`src/hw/rtl/itp_pkg.sv`:
```
package itp_pkg;

    // Stack depth used when the top level is not given one
    localparam int STACK_DEPTH_DEF = 16;

    // ASCII characters the converter reacts to
    localparam logic [7:0] CH_PLUS  = 8'h2B;
    localparam logic [7:0] CH_MINUS = 8'h2D;
    localparam logic [7:0] CH_STAR  = 8'h2A;
    localparam logic [7:0] CH_SLASH = 8'h2F;
    localparam logic [7:0] CH_OPEN  = 8'h28;
    localparam logic [7:0] CH_CLOSE = 8'h29;
    localparam logic [7:0] CH_ZERO  = 8'h30;
    localparam logic [7:0] CH_NINE  = 8'h39;

    // Code held in one stack cell
    typedef enum logic [2:0] {
        OP_NONE = 3'd0,
        OP_ADD  = 3'd1,
        OP_SUB  = 3'd2,
        OP_MUL  = 3'd3,
        OP_DIV  = 3'd4,
        OP_OPEN = 3'd5
    } t_op_code;

    // Error reported on every result of an item
    typedef enum logic [1:0] {
        ERR_NONE      = 2'd0,
        ERR_OVERFLOW  = 2'd1,
        ERR_UNMATCHED = 2'd2
    } t_err;

    // Map an arithmetic operator character to its stack code
    function automatic t_op_code f_op_code(input logic [7:0] ch);
        t_op_code code;
        case (ch)
            CH_PLUS:  code = OP_ADD;
            CH_MINUS: code = OP_SUB;
            CH_STAR:  code = OP_MUL;
            CH_SLASH: code = OP_DIV;
            default:  code = OP_NONE;
        endcase
        return code;
    endfunction

    // Precedence: an open parenthesis on the stack ranks lowest
    function automatic logic [1:0] f_prec(input t_op_code code);
        logic [1:0] prec;
        case (code)
            OP_ADD, OP_SUB: prec = 2'd1;
            OP_MUL, OP_DIV: prec = 2'd2;
            default:        prec = 2'd0;
        endcase
        return prec;
    endfunction

    // Character emitted when a stack code is popped
    function automatic logic [7:0] f_code_char(input t_op_code code);
        logic [7:0] ch;
        case (code)
            OP_ADD:  ch = CH_PLUS;
            OP_SUB:  ch = CH_MINUS;
            OP_MUL:  ch = CH_STAR;
            OP_DIV:  ch = CH_SLASH;
            OP_OPEN: ch = CH_OPEN;
            default: ch = 8'h00;
        endcase
        return ch;
    endfunction

endpackage

```
`src/hw/rtl/itp_if.sv`:
```
// Input channel: one infix character per item
interface itp_in_if;
    logic       valid;
    logic       ready;
    logic [7:0] symbol;
    logic       expr_end;

    modport source (output valid, output symbol, output expr_end, input ready);
    modport sink   (input valid, input symbol, input expr_end, output ready);
endinterface

// Output channel: one postfix result per item
interface itp_out_if;
    logic       valid;
    logic       ready;
    logic [7:0] out_symbol;
    logic       has_symbol;
    logic       last_of_expr;
    logic [1:0] error_code;

    modport source (output valid, output out_symbol, output has_symbol,
                    output last_of_expr, output error_code, input ready);
    modport sink   (input valid, input out_symbol, input has_symbol,
                    input last_of_expr, input error_code, output ready);
endinterface

```
`src/hw/rtl/infix_to_postfix_converter_unit.sv`:
```
// An accepted item is registered and worked in the next cycle; its first result is then
// registered into the output register, once that register is free.
// A new item is taken only in the idle state, after the last one has popped its operators
// from the cell chain; the end of an expression also flushes every stacked entry first.
// Reset clears the sequencer, stack count and output valid; cell contents are left as found.
module infix_to_postfix_converter_unit #(
    parameter int STACK_DEPTH = itp_pkg::STACK_DEPTH_DEF
) (
    input  logic      i_clk,
    input  logic      i_rst_n,
    itp_in_if.sink    i_in,
    itp_out_if.source o_out
);
    import itp_pkg::*;

    localparam int CW = $clog2(STACK_DEPTH + 1);

    typedef enum logic [2:0] {
        S_IDLE  = 3'b001,
        S_EXEC  = 3'b010,
        S_FLUSH = 3'b100
    } t_state;

    typedef enum logic [2:0] {
        K_DIGIT,
        K_OPEN,
        K_CLOSE,
        K_OPER,
        K_OTHER
    } t_kind;

    t_state   r_state, n_state;
    t_kind    r_kind;
    t_op_code r_code;
    logic [7:0] r_sym;
    logic     r_end;
    t_err     r_err;
    logic     r_any;
    logic [CW-1:0] r_count, n_count;
    logic [CW-1:0] r_open_cnt, n_open_cnt;

    logic       r_ovalid;
    logic [7:0] r_osym;
    logic       r_ohas;
    logic       r_olast;
    t_err       r_oerr;

    t_op_code w_code [STACK_DEPTH];

    // Decode of the incoming character
    t_kind    in_kind;
    t_op_code in_code;
    t_err     in_err;
    logic     accept;

    // Step controls
    logic       emit, e_has, e_last, go, can_emit;
    logic [7:0] e_sym;
    logic       push, pop, inc_open, dec_open;

    t_op_code top, below;
    logic     nonempty, one, two, full;

    assign top      = w_code[0];
    assign below    = w_code[1];
    assign nonempty = (r_count != '0);
    assign one      = (r_count == CW'(1));
    assign two      = (r_count == CW'(2));
    assign full     = (r_count == CW'(STACK_DEPTH));

    assign i_in.ready = (r_state == S_IDLE);
    assign accept     = i_in.valid && i_in.ready;
    assign can_emit   = !r_ovalid || o_out.ready;

    // Classify the character and settle its error before any pop
    always_comb begin
        in_code = f_op_code(i_in.symbol);
        in_err  = ERR_NONE;
        if (i_in.symbol >= CH_ZERO && i_in.symbol <= CH_NINE) begin
            in_kind = K_DIGIT;
        end else if (i_in.symbol == CH_OPEN) begin
            in_kind = K_OPEN;
            in_code = OP_OPEN;
            if (full) begin
                in_err = ERR_OVERFLOW;
            end
        end else if (i_in.symbol == CH_CLOSE) begin
            in_kind = K_CLOSE;
            if (r_open_cnt == '0) begin
                in_err = ERR_UNMATCHED;
            end
        end else if (in_code != OP_NONE) begin
            in_kind = K_OPER;
            if (full && (f_prec(in_code) > f_prec(top))) begin
                in_err = ERR_OVERFLOW;
            end
        end else begin
            in_kind = K_OTHER;
        end
    end

    // One step of the sequencer: at most one result and one stack move
    always_comb begin
        emit     = 1'b0;
        e_sym    = 8'h00;
        e_has    = 1'b0;
        e_last   = 1'b0;
        push     = 1'b0;
        pop      = 1'b0;
        inc_open = 1'b0;
        dec_open = 1'b0;
        n_state  = r_state;
        case (r_state)
            S_IDLE: begin
                if (accept) begin
                    n_state = S_EXEC;
                end
            end
            S_EXEC: begin
                case (r_kind)
                    K_DIGIT: begin
                        emit    = 1'b1;
                        e_sym   = r_sym;
                        e_has   = 1'b1;
                        e_last  = r_end && !nonempty;
                        n_state = (r_end && nonempty) ? S_FLUSH : S_IDLE;
                    end
                    K_OPEN: begin
                        push     = !full;
                        inc_open = !full;
                        if (r_end) begin
                            n_state = S_FLUSH;
                        end else begin
                            emit    = (r_err != ERR_NONE);
                            n_state = S_IDLE;
                        end
                    end
                    K_CLOSE: begin
                        if (nonempty && top != OP_OPEN) begin
                            emit   = 1'b1;
                            e_sym  = f_code_char(top);
                            e_has  = 1'b1;
                            e_last = r_end && (one || (two && below == OP_OPEN));
                            pop    = 1'b1;
                        end else begin
                            // drop the matching parenthesis
                            pop      = nonempty;
                            dec_open = nonempty;
                            if (r_end && nonempty && !one) begin
                                n_state = S_FLUSH;
                            end else begin
                                emit    = !r_any && (r_end || r_err != ERR_NONE);
                                e_last  = r_end;
                                n_state = S_IDLE;
                            end
                        end
                    end
                    K_OPER: begin
                        if (nonempty && f_prec(r_code) <= f_prec(top)) begin
                            emit  = 1'b1;
                            e_sym = f_code_char(top);
                            e_has = 1'b1;
                            pop   = 1'b1;
                        end else begin
                            push    = !full;
                            emit    = !r_end && (r_err != ERR_NONE);
                            n_state = r_end ? S_FLUSH : S_IDLE;
                        end
                    end
                    default: begin
                        if (r_end && nonempty) begin
                            n_state = S_FLUSH;
                        end else begin
                            emit    = r_end;
                            e_last  = 1'b1;
                            n_state = S_IDLE;
                        end
                    end
                endcase
            end
            S_FLUSH: begin
                emit     = 1'b1;
                e_sym    = f_code_char(top);
                e_has    = 1'b1;
                e_last   = one;
                pop      = 1'b1;
                dec_open = (top == OP_OPEN);
                n_state  = one ? S_IDLE : S_FLUSH;
            end
            default: begin
                n_state = S_IDLE;
            end
        endcase
    end

    // Hold the whole step while a result cannot be placed
    assign go = !emit || can_emit;

    always_comb begin
        n_count    = r_count;
        n_open_cnt = r_open_cnt;
        if (go && push) begin
            n_count = r_count + CW'(1);
        end else if (go && pop) begin
            n_count = r_count - CW'(1);
        end
        if (go && inc_open) begin
            n_open_cnt = r_open_cnt + CW'(1);
        end else if (go && dec_open) begin
            n_open_cnt = r_open_cnt - CW'(1);
        end
    end

    // Control registers
    always_ff @(posedge i_clk) begin
        if (!i_rst_n) begin
            r_state    <= S_IDLE;
            r_count    <= '0;
            r_open_cnt <= '0;
            r_ovalid   <= 1'b0;
        end else begin
            if (go) begin
                r_state <= n_state;
            end
            r_count    <= n_count;
            r_open_cnt <= n_open_cnt;
            if (go && emit) begin
                r_ovalid <= 1'b1;
            end else if (o_out.ready) begin
                r_ovalid <= 1'b0;
            end
        end
    end

    // Capture the item and track whether it has produced a result yet
    always_ff @(posedge i_clk) begin
        if (accept) begin
            r_kind <= in_kind;
            r_code <= in_code;
            r_sym  <= i_in.symbol;
            r_end  <= i_in.expr_end;
            r_err  <= in_err;
            r_any  <= 1'b0;
        end else if (go && emit) begin
            r_any <= 1'b1;
        end
    end

    // Output register
    always_ff @(posedge i_clk) begin
        if (go && emit) begin
            r_osym  <= e_sym;
            r_ohas  <= e_has;
            r_olast <= e_last;
            r_oerr  <= r_err;
        end
    end

    assign o_out.valid        = r_ovalid;
    assign o_out.out_symbol   = r_osym;
    assign o_out.has_symbol   = r_ohas;
    assign o_out.last_of_expr = r_olast;
    assign o_out.error_code   = r_oerr;

    // Operator stack: chain of cells, top at index 0
    for (genvar i = 0; i < STACK_DEPTH; i++) begin : g_cell
        t_op_code above_code, below_code;
        if (i == 0) begin : g_top
            assign above_code = r_code;
        end else begin : g_mid
            assign above_code = w_code[i-1];
        end
        if (i == STACK_DEPTH - 1) begin : g_bot
            assign below_code = OP_NONE;
        end else begin : g_up
            assign below_code = w_code[i+1];
        end
        itp_cell u_cell (
            .i_clk        (i_clk),
            .i_push       (go && push),
            .i_pop        (go && pop),
            .i_from_above (above_code),
            .i_from_below (below_code),
            .o_code       (w_code[i])
        );
    end

`ifndef ASSERT_OFF
    a_count_bound: assert property (@(posedge i_clk) disable iff (!i_rst_n)
        r_count <= CW'(STACK_DEPTH))
        else $error("stack count beyond depth");

    a_open_bound: assert property (@(posedge i_clk) disable iff (!i_rst_n)
        r_open_cnt <= r_count)
        else $error("open parenthesis count beyond stack count");

    a_flush_nonempty: assert property (@(posedge i_clk) disable iff (!i_rst_n)
        r_state == S_FLUSH |-> r_count != '0)
        else $error("flush with empty stack");

    a_accept_exec: assert property (@(posedge i_clk) disable iff (!i_rst_n)
        accept |=> r_state == S_EXEC)
        else $error("accepted item not worked");
`endif

endmodule

```
`src/hw/rtl/itp_cell.sv`:
```
module itp_cell (
    input  logic               i_clk,
    input  logic               i_push,
    input  logic               i_pop,
    input  itp_pkg::t_op_code  i_from_above,
    input  itp_pkg::t_op_code  i_from_below,
    output itp_pkg::t_op_code  o_code
);
    import itp_pkg::*;

    t_op_code r_code;
    t_op_code n_code;

    // Shift down on a push, up on a pop, else hold
    always_comb begin
        n_code = r_code;
        if (i_push) begin
            n_code = i_from_above;
        end else if (i_pop) begin
            n_code = i_from_below;
        end
    end

    always_ff @(posedge i_clk) begin
        r_code <= n_code;
    end

    assign o_code = r_code;

endmodule
```
`src/flat_wrapper.sv`:
```
// flat-port wrapper written by rule: the top's interface ports become plain ports
module infix_to_postfix_converter_unit_flat import itp_pkg::*;
#(
    parameter int STACK_DEPTH = itp_pkg::STACK_DEPTH_DEF
)
  (i_clk, i_rst_n, i_in_valid, i_in_symbol, i_in_expr_end, i_in_ready, o_out_valid, o_out_out_symbol, o_out_has_symbol, o_out_last_of_expr, o_out_error_code, o_out_ready);
  itp_in_if i_in_i ();
  itp_out_if o_out_i ();
  input  logic i_clk;
  input  logic i_rst_n;
  input wire logic [$bits(i_in_i.valid)-1:0] i_in_valid;
  input wire logic [$bits(i_in_i.symbol)-1:0] i_in_symbol;
  input wire logic [$bits(i_in_i.expr_end)-1:0] i_in_expr_end;
  output wire logic [$bits(i_in_i.ready)-1:0] i_in_ready;
  output wire logic [$bits(o_out_i.valid)-1:0] o_out_valid;
  output wire logic [$bits(o_out_i.out_symbol)-1:0] o_out_out_symbol;
  output wire logic [$bits(o_out_i.has_symbol)-1:0] o_out_has_symbol;
  output wire logic [$bits(o_out_i.last_of_expr)-1:0] o_out_last_of_expr;
  output wire logic [$bits(o_out_i.error_code)-1:0] o_out_error_code;
  input wire logic [$bits(o_out_i.ready)-1:0] o_out_ready;
  assign i_in_i.valid = i_in_valid;
  assign i_in_i.symbol = i_in_symbol;
  assign i_in_i.expr_end = i_in_expr_end;
  assign i_in_ready = i_in_i.ready;
  assign o_out_valid = o_out_i.valid;
  assign o_out_out_symbol = o_out_i.out_symbol;
  assign o_out_has_symbol = o_out_i.has_symbol;
  assign o_out_last_of_expr = o_out_i.last_of_expr;
  assign o_out_error_code = o_out_i.error_code;
  assign o_out_i.ready = o_out_ready;
  infix_to_postfix_converter_unit #(.STACK_DEPTH(STACK_DEPTH)) u_core (.i_clk(i_clk), .i_rst_n(i_rst_n), .i_in(i_in_i), .o_out(o_out_i));
endmodule
```
`config.mk`:
```
export PLATFORM = sky130hd
export DESIGN_NAME = infix_to_postfix_converter_unit_flat
export DESIGN_NICKNAME = d
export VERILOG_FILES = /design/src/hw/rtl/itp_pkg.sv /design/src/hw/rtl/itp_if.sv /design/src/hw/rtl/infix_to_postfix_converter_unit.sv /design/src/hw/rtl/itp_cell.sv /design/src/flat_wrapper.sv
export SDC_FILE = /design/constraint.sdc
export NUM_CORES = 1
export LEC_CHECK = 0
export ABC_AREA = 0
export BUFFER_PORTS_ARGS = -buffer_cell sky130_fd_sc_hd__buf_2
export CORE_ASPECT_RATIO = 0.9
export CORE_MARGIN = 2
export CORE_UTILIZATION = 32
export CTS_BUF_LIST = sky130_fd_sc_hd__clkbuf_2
export DETAILED_ROUTE_END_ITERATION = 10
export GPL_ROUTABILITY_DRIVEN = 0
export PLACE_DENSITY = 0.48
export SKIP_LAST_GASP = 1
export SYNTH_ARGS = -nofsm -noshare
export SYNTH_HDL_FRONTEND = slang
export SYNTH_SLANG_ARGS = --single-unit
```
`constraint.sdc`:
```
create_clock -name i_clk -period 4.5 [get_ports i_clk]
set_clock_uncertainty 0.2 [all_clocks]
set_input_delay 0.9 -clock i_clk [delete_from_list [all_inputs] [get_ports i_clk]]
set_output_delay 0.9 -clock i_clk [all_outputs]
set_load 0.05 [all_outputs]
```
## Word-level counts from Yosys, hierarchy flattened

Cells that the tools add are included.

| storage, ports and cells | value |
|---|---|
| flip-flop bits (word level) | 92 |
| bits in latches | 0 |
| bits in writable memories | 0 |
| bits in read-only memories | 0 |
| input port bits | 13 |
| memories | 0 |

| operators by class | value |
|---|---|
| add/sub/neg operators | 4 |
| multipliers | 0 |
| divide/modulo/power cells | 0 |
| $lt $le $gt $ge | 4 |
| equality and inequality tests | 33 |
| shifts and indexed selects | 0 |
| muxes and demuxes | 106 |
| bitwise operators | 0 |
| reductions and logical operators | 46 |

Operators with widths:

| cell | count |
|---|---|
| two-way mux 3 bit | 42 |
| == test 8 x 6 -> 1 bit, second input constant | 6 |
| two-way mux 2 bit | 17 |
| case mux 6 bit (5 select lines) | 1 |
| == test 3 x 2 -> 1 bit, second input constant | 9 |
| case mux 8 bit (3 select lines) | 1 |
| two-way mux 1 bit | 22 |
| two-way mux 5 bit | 4 |
| == test 3 bit, second input constant | 6 |
| case mux 3 bit (3 select lines) | 2 |
| logical AND 1 bit | 17 |
| case mux 8 bit (2 select lines) | 1 |
| OR reduction 2 bit | 8 |
| == test 3 x 1 -> 1 bit, second input constant | 5 |
| case mux 1 bit (2 select lines) | 7 |
| case mux 2 bit (2 select lines) | 3 |
| case mux 3 bit (4 select lines) | 1 |
| adder 5 x 1 -> 5 bit, second input constant | 2 |
| subtractor 5 x 1 -> 5 bit, second input constant | 2 |
| inequality test 3 bit, second input constant | 3 |
| greater-or-equal comparator 8 x 6 -> 1 bit, second input constant | 1 |
| <= comparator 8 x 6 -> 1 bit, second input constant | 1 |
| two-way mux 8 bit | 1 |
| nonzero test 2 bit | 4 |
| other kinds (17) | 27 |

## Logic depth before layout (Yosys ltp)

| logic depth | value |
|---|---|
| word-level depth | 15 |
| gate-level depth with buffers | 15 |
| mapped depth without buffers | 15 |

## By module

A second synthesis with hierarchy kept.

| unflattened totals | value |
|---|---|
| cells, all modules | 387 |
| area, all modules | 4784.6 um^2 |

Modules (own cells, without submodules):

| module | times used | cells each | area each (um^2) |
|---|---|---|---|
| infix_to_postfix_converter_unit | 1 | 275 | 2702.6 |
| itp_cell | 16 | 7 | 130.1 |

## Worst setup path before layout

OpenSTA, ideal clock, no wires.

| timing path | value |
|---|---|
| path kind | register to register |
| start point | register u_core.g_cell[0].u_cell.r_code[2] |
| end point | register u_core.g_cell[0].u_cell.r_code[0] (enable) |
| arrival | 3491 ps |
| required time | 3883 ps |
| setup slack | 392 ps |
| cell stages (with the launch flop) | 10 |
| buffers on the path | 1 |
| cells stage by stage | edfxtp_1 -> clkbuf_1 -> nor3b_1 -> a21oi_1 -> ha_1 -> nor2b_1 -> o21ai_0 -> a311oi_2 -> and2b_1 -> nor2_2 |

| between the ends | value |
|---|---|
| longest elaborated chain between the ends | 14 |
| elaborated cells between the ends (all ways) | 29 |
| classes of those cells | order compare: 1; eq/ne: 5; mux: 14; reduce/logical: 9 |

Ends and longest elaborated chain:

| item | line | source |
|---|---|---|
| from (decl) | itp_cell.sv:11 | `t_op_code r_code;` |
| from (signal assigned) | itp_cell.sv:25 | `r_code <= n_code;` |
| == test 3 x 2 -> 1 bit, or another cell as far along | itp_pkg.sv:49 | `case (code)` |
| OR reduction 2 bit | itp_pkg.sv:49 |  |
| case mux 2 bit (2 select lines) | itp_pkg.sv:49 |  |
| two-way mux 2 bit | infix_to_postfix_converter_unit.sv:120 | `case (r_kind)` |
| two-way mux 2 bit | infix_to_postfix_converter_unit.sv:113 | `case (r_state)` |
| <= comparator 2 bit | infix_to_postfix_converter_unit.sv:159 | `if (nonempty && f_prec(r_code) <= f_prec(top)) begin` |
| logical AND 1 bit | infix_to_postfix_converter_unit.sv:159 |  |
| two-way mux 1 bit | infix_to_postfix_converter_unit.sv:159 |  |
| case mux 1 bit (4 select lines) | infix_to_postfix_converter_unit.sv:120 |  |
| case mux 1 bit (2 select lines) | infix_to_postfix_converter_unit.sv:113 |  |
| logical NOT 1 bit | infix_to_postfix_converter_unit.sv:197 | `assign go = !emit \|\| can_emit;` |
| logical OR 1 bit | infix_to_postfix_converter_unit.sv:197 |  |
| logical AND 1 bit (on tied branches) | infix_to_postfix_converter_unit.sv:280, infix_to_postfix_converter_unit.sv:281 |  |
| nonzero test 2 bit (no source line) * | -- |  |

Every way passes the cells marked *; elsewhere a longest branch is shown, timed or not. The select of a mux whose other input is x is not followed.
A chain may end at the register's enable or synchronous reset.

## Final worst setup path

| timing path | value |
|---|---|
| start point | register u_core.g_cell[0].u_cell.r_code[2] |
| end point | register u_core.r_open_cnt[4] |

| between the ends | value |
|---|---|
| longest elaborated chain between the ends | 14 |
| elaborated cells between the ends (all ways) | 27 |
| classes of those cells | order compare: 1; eq/ne: 6; mux: 11; reduce/logical: 9 |

Ends and longest elaborated chain:

| item | line | source |
|---|---|---|
| == test 3 x 2 -> 1 bit, or another cell as far along | itp_pkg.sv:49 |  |
| OR reduction 2 bit | itp_pkg.sv:49 |  |
| case mux 2 bit (2 select lines) | itp_pkg.sv:49 |  |
| two-way mux 2 bit | infix_to_postfix_converter_unit.sv:120 |  |
| two-way mux 2 bit | infix_to_postfix_converter_unit.sv:113 |  |
| <= comparator 2 bit | infix_to_postfix_converter_unit.sv:159 |  |
| logical AND 1 bit | infix_to_postfix_converter_unit.sv:159 |  |
| two-way mux 1 bit | infix_to_postfix_converter_unit.sv:159 |  |
| case mux 1 bit (4 select lines) | infix_to_postfix_converter_unit.sv:120 |  |
| case mux 1 bit (2 select lines) | infix_to_postfix_converter_unit.sv:113 |  |
| logical NOT 1 bit | infix_to_postfix_converter_unit.sv:197 |  |
| logical OR 1 bit | infix_to_postfix_converter_unit.sv:197 |  |
| logical AND 1 bit (on tied branches) | infix_to_postfix_converter_unit.sv:207, infix_to_postfix_converter_unit.sv:209 |  |
| two-way mux 5 bit / nonzero test 2 bit (equally long branches) | -- |  |
| to (signal assigned) | infix_to_postfix_converter_unit.sv:226 | `r_open_cnt <= n_open_cnt;` |
| to (decl) | infix_to_postfix_converter_unit.sv:40 | `logic [CW-1:0] r_open_cnt, n_open_cnt;` |

Parallel ways exist; a longest one is shown, timed or not. The select of a mux whose other input is x is not followed.

==> summary.md <==
| Metric | Value |
|---|---|
| Vias in the first global route | roughly 2.8k |
| Layout area overhead | 8.67% |
| Status | finished clean |
| CP max FO | 10 |
| Cells along the critical path | nor3b_1, a21oi_1, ha_1, nor2b_1, o21ai_0, a32oi_4, a21o_1, nand2_1, fa_1, a21o_1, a21oi_1, xnor2_1, nor3_2, mux2i_1 |
| H-tree depth | 3 |
| Post-DP HPWL | around 6000 µm |
| Cell Area, Placed | 0.00502 mm² |
| Pre-CTS setup slack | approximately 0.66 ns |
| Die Wd | 132 µm |
| Peak supply drop | 131 µV |
| Core Footprint | 0.0146 mm² |
| Final setup margin | between 0.6 and 0.7 ns |
| # fillers | between 1k and 1.5k |
| Fin crit period | 3.87 ns |
| CP Capture Type | flip-flop |
| Worst-margin pin slew | 1.02 ns |
| Die H | 119 µm |
| Clock root buffer master | clkbuf_2 |
| Part of the cycle the worst path needs | roughly 86% |
| Max Transition Viols Final | 0 |
| Number of enable flip-flop cells after synthesis | 77 |
| Critical path startpoint category | flip-flop |
| TritonCTS clock tree | yes |
| Post-cts sizing count | 0 |
| Post-synth ARST share | 0% |
| Row count | 42 |
| Final Setup Violations | 0 |
| Rel. slew slack | 32.0% |
| Starting Density | 32.5% |
| Largest net degree at the start of global routing | 50 |
| Drt initial violations | 234 |
| RSZ-0062 raised after global routing | no |
| Postcts setup bufs | 0 |
| Area of the multi-input gates | around 0.002 mm² |
| Peak Freq | ~260 MHz |
| Drt pass-1 iters | 4 |
| Power per cell area | approximately 310 mW/mm² |
| Most used DFF post-synth | edfxtp_1 |
| Die area | about 0.016 mm² |
| Synth area leaders | edfxtp_1 49%, mux2_2 9.3%, dfxtp_1 6.3% |
| Number of remaining DRC errors | 0 |
| Antenna-violating nets left | 0 |
| Worst EP required | 4.83 ns |
| Remaining Overflow, GRT | 0 |
| Crit-path slowest cell | edfxtp_1 |
| CTS Buf Count | 9 |
| CTS max path bufs | 2 |
| Layout cell share with drive strength beyond 1 | 26.7% |
| Synthesized area | 0.00473 mm² |
| CTS Hold Buffers Added | 0 |
| Clk slew on worst S/H paths | between 0.2 and 0.3 ns |
| Hold slack | 0.259 ns |
| Drt wl/cell | 14.4 µm |
| First-pass GRT wire length | about 14000 µm |
| P_leak | 0.00174 µW |
| MaxCap Viol Count | 0 |
| Avg Cell Area, Syn | 12.6 µm² |
| Final hold violation count | 0 |
| Area leader, netlist | edfxtp_1 |
| Drt total wl | about 8700 µm |
| Clk sinks | a little over 90 |
| Worst min path class | input port to flip-flop |
| GR Util All Layers | 11.6% |
| Final instance area | between 0.005 and 0.006 mm² |
| Ys Warns | 0 |
| Nets | approximately 430 |
| Setup TNS | 0 ns |
| Detailed-route via count | 2965 |
| Count of state elements after synthesis | 92 |
| Crit path DAT | ~4.2 ns |
| Crit path kind | flip-flop to flip-flop |
| Initial antenna violation count | 1 |
| Distinct cell type count after synthesis | 68 |
| Yosys top cell area share | between 40% and 50% |
| Drt via density | around 5 |
| Synthesized instance count | roughly 380 |
| Post-Syn Nets | 401 |
| I/O pin count | 27 |
| CP max stage delay | 0.59 ns |
| Clock latency on the worst-skew pair | between 0.5 and 0.6 ns |
| Sequential area share after synthesis | 55.2% |
| IO buf count | 26 |
| Seq. cell area | 0.00261 mm² |
[per-stage QoR]
stage / utilization, % / total power, µW / instances
finish: 35.3 / 1590 / 604
global route: 35.3 / 1660 / 604
CTS: 35.3 / 1620 / 603
global placement: 34.5 / 1190 / 587
floorplan: - / 1140 / 375
detailed placement: 34.5 / 1190 / 587
[state kept, by name, indices dropped and copies added (netlist names), 3 cells and up]
signal / flops
u_core.r_count: 5
u_core.g_cell.above_code: 3
u_core.r_open_cnt: 5
u_core.o_out.out_symbol: 8
u_core.g_cell.u_cell.o_code: 48
u_core.r_kind: 3
u_core.r_state: 3
u_core.r_sym: 8
[final cells by class]
class,count,share of cell area [%]
Inverter,8,0.584
Sequential cell,92,50.8
Antenna cell,1,0.0487
Multi-Input combinational cell,260,38.5
Timing Repair Buffer,29,2.97
Clock inverter,6,1.24
Tap cell,198,4.82
Clock buffer,10,0.973
[layout by cell type, fill, tap and decap left out, types with 5 or more instances in the layout]
| cell type | count |
|---|---|
| inv_1 | 8 |
| dfxtp_1 | 15 |
| xnor2_1 | 6 |
| mux2_4 | 6 |
| buf_2 | 26 |
| mux2_2 | 39 |
| a21oi_1 | 19 |
| nor2_1 | 20 |
| nand3_1 | 8 |
| nor2b_1 | 7 |
| o21ai_0 | 18 |
| nand2b_1 | 13 |
| nand2_1 | 30 |
| and2_1 | 8 |
| edfxtp_1 | 77 |
| mux2i_1 | 5 |
| ha_1 | 12 |
| clkbuf_2 | 10 |
| nor3_1 | 6 |
[per-layer routing]
metal	global-route usage (%)	part of all wire [%]
met1	15.7	50
met2	17.1	43
met3	3.70	4.4
met4	4.42	1.8
met5	0	0
[synthesized netlist by cell type, drive strengths merged, types with 2 or more instances]
| master | instances |
|---|---|
| edfxtp | 77 |
| mux2 | 45 |
| nand2 | 30 |
| nor2 | 21 |
| a21oi | 20 |
| o21ai | 19 |
| dfxtp | 15 |
| nand2b | 14 |
| ha | 12 |
| and2 | 9 |
| buf | 9 |
| inv | 8 |
| nand3 | 8 |
| nor2b | 7 |
| nor3 | 7 |
| clkbuf | 6 |
| xnor2 | 6 |
| mux2i | 5 |
| a31oi | 4 |
| or3 | 4 |
| a21o | 3 |
| a311oi | 3 |
| nor3b | 3 |
| o21ba | 3 |
| xor2 | 3 |
| a21bo | 2 |
| a31o | 2 |
| and3 | 2 |
| nand3b | 2 |
| nand4 | 2 |
| nor4b | 2 |
[power by group]
group          internal [µW]  total [µW]  switching [µW]
registers                964         995            31.1
clock network            131         422             291
logic                   65.6         175             110
total                   1160        1590             432
[cells by family after synthesis]
kind of cell,after synthesis,synth area share [%]
buf+inv,23,2.99
simple gates,118,13.8
fa+ha+maj,13,3.60
xor+xnor,9,1.67
mux,50,12.2
compound gates,70,10.5
flops,92,55.2
[critical path, delay by kind of cell, from the launching register on]
family          cells  cell delay (ns)
flops               1             0.59
fa+ha+maj           2             0.76
simple gates        4             0.76
mux                 1             0.19
compound gates      6             1.24
xor+xnor            1             0.09
[worst paths after layout]
kind	startpoint	to	slack, ns	depth (start not counted)
setup / recovery	u_core.g_cell[0].u_cell.o_code[2]	u_core.r_open_cnt[4]	0.63	14
setup reg to reg	u_core.g_cell[0].u_cell.o_code[2]	u_core.r_open_cnt[4]	0.63	14
hold reg to reg	u_core.o_out.valid	u_core.o_out.valid	0.29	2
hold / removal	i_in_valid	u_core.r_any	0.26	2
Power figures use the tool's default switching activity.
